File: src/rtl/rtmt_pkg.sv
// Package for the release-time makespan tree: node types, constants and the
// node merge function. No dependencies.
`timescale 1ns / 1ps
`default_nettype none

package rtmt_pkg;

   localparam int TOTAL_W = 40;
   localparam int SLACK_W = 42;
   localparam int SLOT_W = 10;
   localparam int DELTA_W = 17;
   localparam logic [TOTAL_W-1:0] TOTAL_MAX = '1;

   // One tree node: saturating processing-time total and the signed slack,
   // which has meaning only while valid is set.
   typedef struct packed {
      logic [TOTAL_W-1:0] total;
      logic [SLACK_W-1:0] slack;
      logic               valid;
   } node_type;

   // The two children of one node, left in lo and right in hi.
   typedef struct packed {
      node_type lo;
      node_type hi;
   } pair_type;

   localparam node_type NODE_EMPTY = '{total: '0, slack: '0, valid: 1'b0};

   function automatic node_type merge_node(input pair_type p);
      node_type                   n;
      logic [TOTAL_W:0]           sum;
      logic signed [SLACK_W-1:0]  cand;
      sum = {1'b0, p.lo.total} + {1'b0, p.hi.total};
      n.total = sum[TOTAL_W] ? TOTAL_MAX : sum[TOTAL_W-1:0];
      cand = $signed(p.hi.slack) - $signed({2'b00, p.lo.total});
      n.valid = p.lo.valid | p.hi.valid;
      if (p.lo.valid && p.hi.valid) begin
         n.slack = (cand > $signed(p.lo.slack)) ? cand : p.lo.slack;
      end else if (p.lo.valid) begin
         n.slack = p.lo.slack;
      end else if (p.hi.valid) begin
         n.slack = cand;
      end else begin
         n.slack = '0;
      end
      return n;
   endfunction

   // Root total plus the positive part of the root slack, saturated.
   function automatic logic [TOTAL_W-1:0] finish_of(input node_type n);
      logic [TOTAL_W:0] sum;
      sum = {1'b0, n.total};
      if (n.valid && $signed(n.slack) > 0) begin
         sum = sum + {1'b0, n.slack[TOTAL_W-1:0]};
      end
      return sum[TOTAL_W] ? TOTAL_MAX : sum[TOTAL_W-1:0];
   endfunction

endpackage

`default_nettype wire

File: src/rtl/rtmt_cell.sv
// One tree level of the release-time makespan tree: the node store of that
// level, its sibling read and its update. Depends on rtmt_pkg.
`timescale 1ns / 1ps
`default_nettype none

module rtmt_cell import rtmt_pkg::*; #(
   parameter int LEVEL = 1,
   parameter int LEAF_W = 10
) (
   input  wire logic                clock,
   input  wire logic                reset,
   input  wire logic                start,
   input  wire logic [LEAF_W-1:0]   start_idx,
   input  wire logic [LEAF_W-1:0]   leaf_idx,
   input  wire logic signed [DELTA_W-1:0] delta,
   input  wire logic                in_range,
   input  wire logic                clear,
   input  wire logic [LEAF_W-1:0]   clear_addr,
   input  wire logic                tok_in,
   input  wire pair_type            pair_in,
   output logic                     tok_out,
   output pair_type                 pair_out,
   output logic                     flag_out
);

   localparam int ENTRIES = 2 ** LEVEL;

   node_type mem [ENTRIES];
   node_type sib_ff;
   node_type self_ff;
   node_type node_in;
   logic     flag_in;
   logic     tok_ff;
   pair_type pair_ff;
   logic     flag_ff;

   logic [LEVEL-1:0] rd_idx;
   logic [LEVEL-1:0] wr_idx;
   logic signed [SLACK_W-1:0] sum;

   assign rd_idx = start_idx[LEAF_W-1 -: LEVEL];
   assign wr_idx = leaf_idx[LEAF_W-1 -: LEVEL];

   always_ff @(posedge clock) begin
      if (start) begin
         sib_ff <= mem[rd_idx ^ LEVEL'(1)];
         self_ff <= mem[rd_idx];
      end
      if (clear) begin
         mem[clear_addr[LEVEL-1:0]] <= NODE_EMPTY;
      end else if (tok_in) begin
         mem[wr_idx] <= node_in;
      end
   end

   always_comb begin
      sum = $signed({2'b00, self_ff.total}) + {{(SLACK_W-DELTA_W){delta[DELTA_W-1]}}, delta};
      node_in = self_ff;
      flag_in = 1'b0;
      if (LEVEL == LEAF_W) begin
         // A slot beyond the used range leaves its leaf, and so the tree, as it is.
         if (in_range) begin
            if (sum < 0) begin
               node_in.total = '0;
               flag_in = 1'b1;
            end else if (sum > $signed({2'b00, TOTAL_MAX})) begin
               node_in.total = TOTAL_MAX;
            end else begin
               node_in.total = sum[TOTAL_W-1:0];
            end
            node_in.valid = (node_in.total != '0);
            node_in.slack = node_in.valid ? SLACK_W'(wr_idx) : '0;
         end
      end else begin
         node_in = merge_node(pair_in);
      end
   end

   always_ff @(posedge clock) begin
      if (reset) begin
         tok_ff <= 1'b0;
         flag_ff <= 1'b0;
      end else begin
         tok_ff <= tok_in;
         if (tok_in && LEVEL == LEAF_W) begin
            flag_ff <= flag_in;
         end
      end
      if (tok_in) begin
         if (wr_idx[0]) begin
            pair_ff <= '{lo: sib_ff, hi: node_in};
         end else begin
            pair_ff <= '{lo: node_in, hi: sib_ff};
         end
      end
   end

   assign tok_out = tok_ff;
   assign pair_out = pair_ff;
   assign flag_out = flag_ff;

endmodule

`default_nettype wire

File: config.mk
export PLATFORM = sky130hd
export DESIGN_NAME = rtmt_cell
export DESIGN_NICKNAME = d
export VERILOG_FILES = /design/src/rtl/rtmt_pkg.sv /design/src/rtl/rtmt_cell.sv
export SDC_FILE = /design/constraint.sdc
export NUM_CORES = 1
export LEC_CHECK = 0
export BUFFER_PORTS_ARGS = -buffer_cell sky130_fd_sc_hd__buf_2
export CORE_MARGIN = 2
export CORE_UTILIZATION = 40
export CTS_CLUSTER_SIZE = 40
export DETAILED_ROUTE_END_ITERATION = 10
export SYNTH_ARGS = -nofsm -noshare
export SYNTH_HDL_FRONTEND = slang
export SYNTH_SLANG_ARGS = --single-unit
export TNS_END_PERCENT = 20
File: constraint.sdc
create_clock -name clock -period 17.91 [get_ports clock]
set_input_delay 1.791 -clock clock [delete_from_list [all_inputs] [get_ports clock]]
set_output_delay 1.791 -clock clock [all_outputs]
set_load 0.02 [all_outputs]
After elaboration in Yosys (flattened, before gate mapping)
Memories as Yosys holds them, arrays and structs flattened. A register that Yosys moved wholly into a read port is not among the register bits.
Index checks and enable logic that the tools add are counted.
{ "word_totals": {"output_inout_bits": 168, "word_cells": 29, "ramBits": 166, "memories": 1, "ff_bits": 167, "in_bits": 219} }
{ "classes": {"order_cmp": 1, "muxes": 14, "n_reduce_logical": 2, "add_sub_neg": 2, "bitwise_logic": 2} }
{ "memory_table": {"columns": ["name", "words", "word_bits", "rd", "rd_clocked_by_memory_dff", "wr", "line", "source"], "rows": [
  ["mem", 2, 83, 1, 1, 1, "rtmt_cell.sv:28", "node_type mem [ENTRIES];"]
]} }
{ "ops": {"columns": ["op", "count"], "rows": [
  ["$mux W42", 4],
  ["$mux W166", 1],
  ["$mux W83", 1],
  ["$reduce_or A83 Y1", 1],
  ["$gt A42 B42 Y1", 1],
  ["$sub A42 B41 Y42", 1],
  ["$add A40 B40 Y41", 1],
  ["$mux W40", 1],
  ["$mux W1", 7],
  ["$logic_and A1 B1 Y1", 1],
  ["$not A1 Y1", 1],
  ["$or A1 B1 Y1", 1]
]} }

Longest topological paths before layout
Gate-level depths: netlist of the first run.
{ "logic_depth": {"word_depth": 5, "mapped_depth": 25, "ltp_nobuf": 22} }

Worst setup path after synthesis of the first run
OpenSTA, ideal clock, no wires.
{ "synth_timing": {"path_kind": "input port to flip-flop", "from": "in leaf_idx[9]", "to": "mem mem[1][0] in the netlist's numbering (enable)", "required_ns": 17.271, "n_path_buf": 2, "arrival_time_ns": 8.212, "path_slack_ns": 9.059, "setup_time_ns": 0.639, "cell_stages": 4, "path_cell_list": "clkbuf_1 -> clkbuf_1 -> nand2_1 -> o21ai_0"} }
{ "synth_via": {"elab_chain_len": 1} }
{ "synth_rtl": {"columns": ["item", "line", "source"], "rows": [
  ["from (decl)", "rtmt_cell.sv:14", "input wire logic [LEAF_W-1:0] leaf_idx,"],
  ["$mux W1 (no source line)", null, null],
  ["to (decl)", "rtmt_cell.sv:28", null]
]} }
Every way passes these cells.

Worst setup path in the final report of the first run
{ "layout_timing": {"from": "in pair_in[145] in the netlist's numbering", "to": "reg pair_ff, in the netlist pair_out[115], data pin"} }
{ "layout_via": {"elab_chain_len": 5, "word_cells_on_any_way": 7, "cone_classes": "1 x add/sub; 1 x order compare; 5 x mux"} }
{ "layout_rtl": {"columns": ["item", "line", "source"], "rows": [
  ["from (decl)", "rtmt_cell.sv:20", "input wire pair_type pair_in,"],
  ["$sub A42 B41 Y42 *", "rtmt_pkg.sv:36", "cand = $signed(p.hi.slack) - $signed({2'b00, p.lo.total});"],
  ["$gt A42 B42 Y1 or $mux W42 (tied branches)", "rtmt_pkg.sv:39, rtmt_pkg.sv:42", null],
  ["$mux W42, on equally long branches", "rtmt_pkg.sv:39, rtmt_pkg.sv:40", null],
  ["$mux W42 *", "rtmt_pkg.sv:38", "if (p.lo.valid && p.hi.valid) begin"],
  ["$mux W166 *", "rtmt_cell.sv:90", "if (wr_idx[0]) begin"],
  ["to (signal assigned)", "rtmt_cell.sv:91", "pair_ff <= '{lo: sib_ff, hi: node_in};"],
  ["to (signal assigned)", "rtmt_cell.sv:93", "pair_ff <= '{lo: node_in, hi: sib_ff};"],
  ["to (decl)", "rtmt_cell.sv:34", "pair_type pair_ff;"]
]} }
Mark *: on every way between the ends. The rest lies on a longest branch, timed or not.
A chain may end at the register's enable or synchronous reset.

==> impl_metrics.yaml, run 1 <==
run_status:
  status: "finished clean"
critical_path:
  cpMaxStageDelayCell: "and2_2"
  cp.required_ps: 18350
  slowest_delay_ps: 830
  crit_type: "input pin to flop"
  crit_family: "simple AND/OR/NAND/NOR gates"
  cp_cell_sequence: "buf_2 -> inv_1 -> ha_1 -> nand4_1 -> or4_1 -> nor3_1 -> o31ai_1 -> o211ai_1 -> a21oi_1 -> o31ai_1 -> xor2_1 -> inv_1 -> ha_1 -> nand4_1 -> nor4_1 -> nand3_1 -> o211ai_1 -> nor4_2 -> a211oi_4 -> and2_2 -> a22o_1 -> a21o_1"
  worstPathBufferInverterCount: 3
  endpoint_kind: "flop"
  crit_path_start_kind: "input pin"
  cp_max_fo: 32
  arrival_ps: 8370
clocking:
  clockBufferDepth: 3
  numCtsBuffers: 45
  clock-root-buffer: "clkbuf_16"
  h-tree-depth: 2
  clk_pin_slew_ps: 60
  cts_tree: "done"
  ctsResizeCount: 0
  clock_latency_ps: 570
  cts_setup_buffers: 0
  hold_buffers: 0
  clock_sinks: 416
placed_design:
  place_congestion: 0.8623
  portBuffers: 340
  dp_slack_ps: 9507
  hpwl_um: 47490
power_and_ir_drop:
  p_per_area_mw_per_mm2: 107.0
  peakVddDrop_v: 0.00006759
  p_leak_uw: 0.01049
grt:
  overflow: 0
  grt_pass1_wl_um: 98950
  track_usage_pct: 22.67
  antenna_found_initial: 18
  grt_max_degree: 72
  grt_pass1_vias: 16540
hold_path:
  holdCritPathClass: "flop to flop"
logic_synthesis:
  ys.flop_type: "edfxtp_1"
  yosys.area.top_type: "edfxtp_1"
  ys_warn_count: 0
  synth-xor-area-share_pct: 2.822
  muxShareOfSynthArea_pct: 4.482
  synth.most_common_cell: "edfxtp_1"
  avgSynthCellArea_sq_um: 11.63
  synth_compound_area_share_pct: 16.98
  synthDistinctLibCells: 73
  ys_seq_area_share_pct: 55.96
  synth-edff-count: 415
  synth_common_cells: "415 x edfxtp_1, 225 x a21oi_1, 154 x nor2_1, 135 x nand2_1"
  synthArstFlopShare_pct: 0
  syn_nets: 2260
  ys_seq_elements: 416
  syn_inst: 1917
  synthAdderAreaFrac_pct: 7.023
  synth_top_area_share_pct: 55.87
  syn-cell-area_sq_mm: 0.02230
  synth_top_family_by_area: "compound AO/OA/AOI/OAI gates"
  synth_area_leaders: "edfxtp_1 56%, ha_1 6.8%, a21oi_1 5.0%, mux2_2 4.4%, nor2_1 2.6%"
  synth_simple_gate_area_share_pct: 8.762
route:
  drtIter0Drc: 1309
  drc: 0
  ant_nets: 0
  viasPerCell: 5.608
  finalWirelength_um: 66620
  post_drt_wl_per_cell_um: 22.06
  vias: 16940
  drt_first_pass_iters: 5
timing:
  final-max-slew-violation-count: 0
  layout_setup_ws_ps: 9972
  setup_viol_count_final: 0
  finalClockSkew_ps: 10.43
  relSlewSlack_pct: 29.81
  hold_viol: 0
  rsz0062_at_grt: "false"
  fin_crit_ps: 7938
  fin_tns_setup_ps: 0
  max_freq_mhz: 126.0
  finalCritPeriodShare_pct: 44.32
  tightest_slew_ps: 1053
floorplan:
  pin_count: 387
  initial_utilization_pct: 40.48
  dieWidth_um: 240.1
  coreArea_sq_mm: 0.05509
  dieHeight_um: 240.1
  rows: 86
  dieArea_sq_mm: 0.05766
finish:
  drive_gt1_share_pct: 23.64
  synthToLayoutAreaGrowth_pct: 17.64
  nNetsFinal: 2571
  nFillCells: 5107
flow_run:
  cap_violations: 0
-- power by group --
group	switching, uW	internal, uW	total, uW
clock	395	559	954
combinational	399	217	616
sequential	32.5	1210	1240
-- stage by stage --
step	area (sq um)	std cells	hold WS [ps]	power, uW	util [%]
finish	26240	3020	536.4	2808	47.63
global route	26230	3018	552.8	2928	47.62
CTS	26220	3011	539.1	2827	47.59
detailed placement	24720	2929	531.6	1871	44.87
global placement	24720	2929	524.0	1858	44.87
floorplan	22300	1917	523.2	1657	-
-- area by class of cell --
class	count	area [sq um]	share of cell area, %
antenna	9	22.52	0.08583
tap	748	935.9	3.567
clock inverter	28	316.6	1.206
timing repair buffer	357	1843	7.024
sequential	416	12480	47.57
clock buffer	54	1181	4.501
multi-input combinational	1285	8994	34.28
inverter	123	464.2	1.769
-- cells by family (layout without fill, tap and decap cells) --
kind of cell / count (synthesis) / after routing
fa+ha+maj: 124 / 124
flops: 416 / 416
simple gates: 431 / 431
xor+xnor: 71 / 71
mux: 89 / 89
other cells: 1 / 10
compound gates: 569 / 569
buf+inv: 216 / 562
-- path summary, 6_finish.rpt --
check        slack, ps         start  depth (start not counted)            end
max reg2reg      16850    sib_ff[11]                          1   pair_out[11]
max               9970  pair_in[145]                         22  pair_out[115]
min reg2reg        540    mem[1][37]                          1     sib_ff[37]
min                540    mem[1][37]                          1     sib_ff[37]
-- registers in the layout (all words and copies together), names as in the netlist --
| register | flops |
|---|---|
| mem | 166 |
| sib_ff | 83 |
| tok_out | 1 |
| pair_out | 166 |
-- cell usage in the layout, fill, tap and decap left out, drive strengths merged, types with 41 or more instances in the layout --
cell    count
a21o       61
a21oi     225
a221o      41
buf       357
clkbuf     54
edfxtp    415
ha        122
inv       124
mux2       87
nand2     139
nor2      154
o21ai      59
-- metal layers --
metal  wire (um)  vias to the layer above  global-route usage [%]  part of all wire (%)
met5         101                        -                       0                  0.15
met4        1805                       16                   7.133                   2.7
met3        3677                      118                   3.341                   5.5
met2       32030                      568                   37.78                    48
met1       29010                     8360                   30.49                    44
li1            -                     7874                       -                     -
Power figures use the tool's default switching activity.
==> inputs of run 2 (changes only) <==
==> constraint.sdc (replaced) <==
create_clock -name clock -period 8 [get_ports clock]
set_input_delay 0.8 -clock clock [delete_from_list [all_inputs] [get_ports clock]]
set_output_delay 0.8 -clock clock [all_outputs]
set_load 0.02 [all_outputs]
==> run 2 against run 1 <==
Via count decreased by 0.93%. Count of clock-buffer cells in the layout decreased by 2. Register-to-register slack got worse by 9900 ps. Die area unchanged. Largest cell class unchanged.
==> impl_metrics.yaml, run 2 (synthesis results as in run 1) <==
run_status:
  status: "finished clean"
placed_design:
  place_congestion: 0.8644
  portBuffers: 340
  dp_slack_ps: 939.5
  hpwl_um: 47790
timing:
  max_freq_mhz: 151.6
  layout_setup_ws_ps: 1404
  final-max-slew-violation-count: 0
  setup_viol_count_final: 0
  hold_viol: 0
  finalClockSkew_ps: 15.05
  finalCritPeriodShare_pct: 82.46
  rsz0062_at_grt: "false"
  tightest_slew_ps: 998.2
  fin_tns_setup_ps: 0
  fin_crit_ps: 6596
  relSlewSlack_pct: 33.46
finish:
  final_cell_mix: "415 x edfxtp_1, 336 x buf_2, 225 x a21oi_1, 154 x nor2_1, 135 x nand2_1"
  nNetsFinal: 2575
  drive_gt1_share_pct: 23.56
  final_common_cell: "edfxtp_1"
  synthToLayoutAreaGrowth_pct: 17.59
  post-route-util_pct: 47.60
floorplan:
  dieHeight_um: 240.1
  initial_utilization_pct: 40.48
  dieArea_sq_mm: 0.05766
  coreArea_sq_mm: 0.05509
  dieWidth_um: 240.1
  rows: 86
  pin_count: 387
clocking:
  clock_sinks: 416
  cts_setup_buffers: 0
  clock-root-buffer: "clkbuf_16"
  numCtsBuffers: 43
  cts_tree: "done"
  h-tree-depth: 2
  clockBufferDepth: 3
  ctsResizeCount: 0
  hold_buffers: 0
  clock_latency_ps: 570
  clk_pin_slew_ps: 60
route:
  drtIter0Drc: 1208
  vias: 16780
  viasPerCell: 5.554
  post_drt_wl_per_cell_um: 22.08
  finalWirelength_um: 66710
  drt_first_pass_iters: 5
  drc: 0
  ant_nets: 0
power_and_ir_drop:
  switching_share_pct: 29.11
  clkPwrFrac_pct: 33.4
  switchingPower_uw: 1815
  p_seq_share_pct: 44.4
  p_int_uw: 4422
  p_comb_share_pct: 22.2
  p_per_area_mw_per_mm2: 237.8
  p_leak_uw: 0.01050
  peakVddDrop_v: 0.0001800
critical_path:
  endpoint_kind: "flop"
  r2r-end: "pair_out[11]"
  cp_max_fo: 30
  cp.required_ps: 8400
  r2r_start: "sib_ff[11]"
  crit_path_start_kind: "input pin"
  crit_type: "input pin to flop"
  worst-r2r-setup-slack_ps: 6950
  ff2ff_path_depth: 1
  arrival_ps: 6990
grt:
  grt_pass1_wl_um: 98700
  overflow: 0
  antenna_found_initial: 19
  grt_max_degree: 73
  grt_pass1_vias: 16490
  track_usage_pct: 22.74
hold_path:
  holdCritPathClass: "input pin to flop"
  min_to: "tok_out"
  hp-start: "reset"
  hold_path_depth: 2
flow_run:
  cap_violations: 0
run 2: cell count changes in the layout (fill, tap and decap cells not counted), moves of 2 or more:
cell,before,now
and2_2,2,0
and2_1,15,17
clkinvlp_4,4,1
clkbuf_16,46,44
diode_2,9,11
buf_4,20,26
run 2: metrics by stage:
| stage | hold WS [ps] | instances | power [uW] | instance area (sq um) |
|---|---|---|---|---|
| 2_1_floorplan | 523.2 | 1917 | 3709 | 22300 |
| 3_3_place_gp | 525.5 | 2935 | 4166 | 24760 |
| 3_5_place_dp | 533.0 | 2935 | 4195 | 24760 |
| 4_1_cts | 343.2 | 3010 | 6278 | 26200 |
| 5_1_grt | 349.2 | 3020 | 6512 | 26220 |
| 6_report | 377.9 | 3021 | 6237 | 26230 |
run 2: cell type report:
class,count,area [sq um]
antenna,11,27.53
clock inverter,23,306.5
tap,748,935.9
fill,5041,28870
multi-input combinational,1285,8991
inverter,123,464.2
timing repair buffer,363,1888
sequential,416,12480
clock buffer,52,1131
run 2: worst max-delay path by stage:
stage / endpoint / slack (ps) / startpoint / cells after the start
2_1_floorplan: mem[1][0] / 140 / leaf_idx[9] / 4
3_3_place_gp: pair_out[1] / 1050 / pair_in[143] / 23
3_5_place_dp: pair_out[1] / 940 / pair_in[143] / 23
4_1_cts: pair_out[1] / 1520 / pair_in[133] / 23
5_1_grt: pair_out[1] / 1030 / pair_in[143] / 23
6_report: pair_out[1] / 1400 / pair_in[133] / 23
run 2: metal layers:
| layer | vias up | track usage (%) | part of all wire [%] |
|---|---|---|---|
| li1 | 7865 | - | - |
| met2 | 539 | 37.46 | 48 |
| met3 | 107 | 3.502 | 5.6 |
| met4 | 16 | 7.679 | 2.5 |
| met5 | - | 0 | 0.15 |
| met1 | 8251 | 30.66 | 44 |
run 2: worst max-delay path: stages:
cell	delay, ps
buf_2	110
inv_1	60
ha_1	340
a21o_1	200
a21oi_1	230
o21ai_1	110
buf_4	160
or4_1	540
and3_1	240
o31ai_2	440
o21ai_0	190
xor2_1	460
ha_1	350
nand4_1	170
nor3_1	80
a221oi_1	390
o211ai_1	210
nor4_2	450
a221o_1	460
buf_4	420
nor2b_1	320
a22oi_1	130
o21ai_0	120
run 2: power groups by stage:
stage	clock (uW)	combinational [uW]	sequential (uW)
6_report	2080	1380	2770
5_1_grt	2200	1520	2790
4_1_cts	2120	1390	2770
3_5_place_dp	0	1380	2820
3_3_place_gp	0	1360	2810
2_1_floorplan	0	785	2920
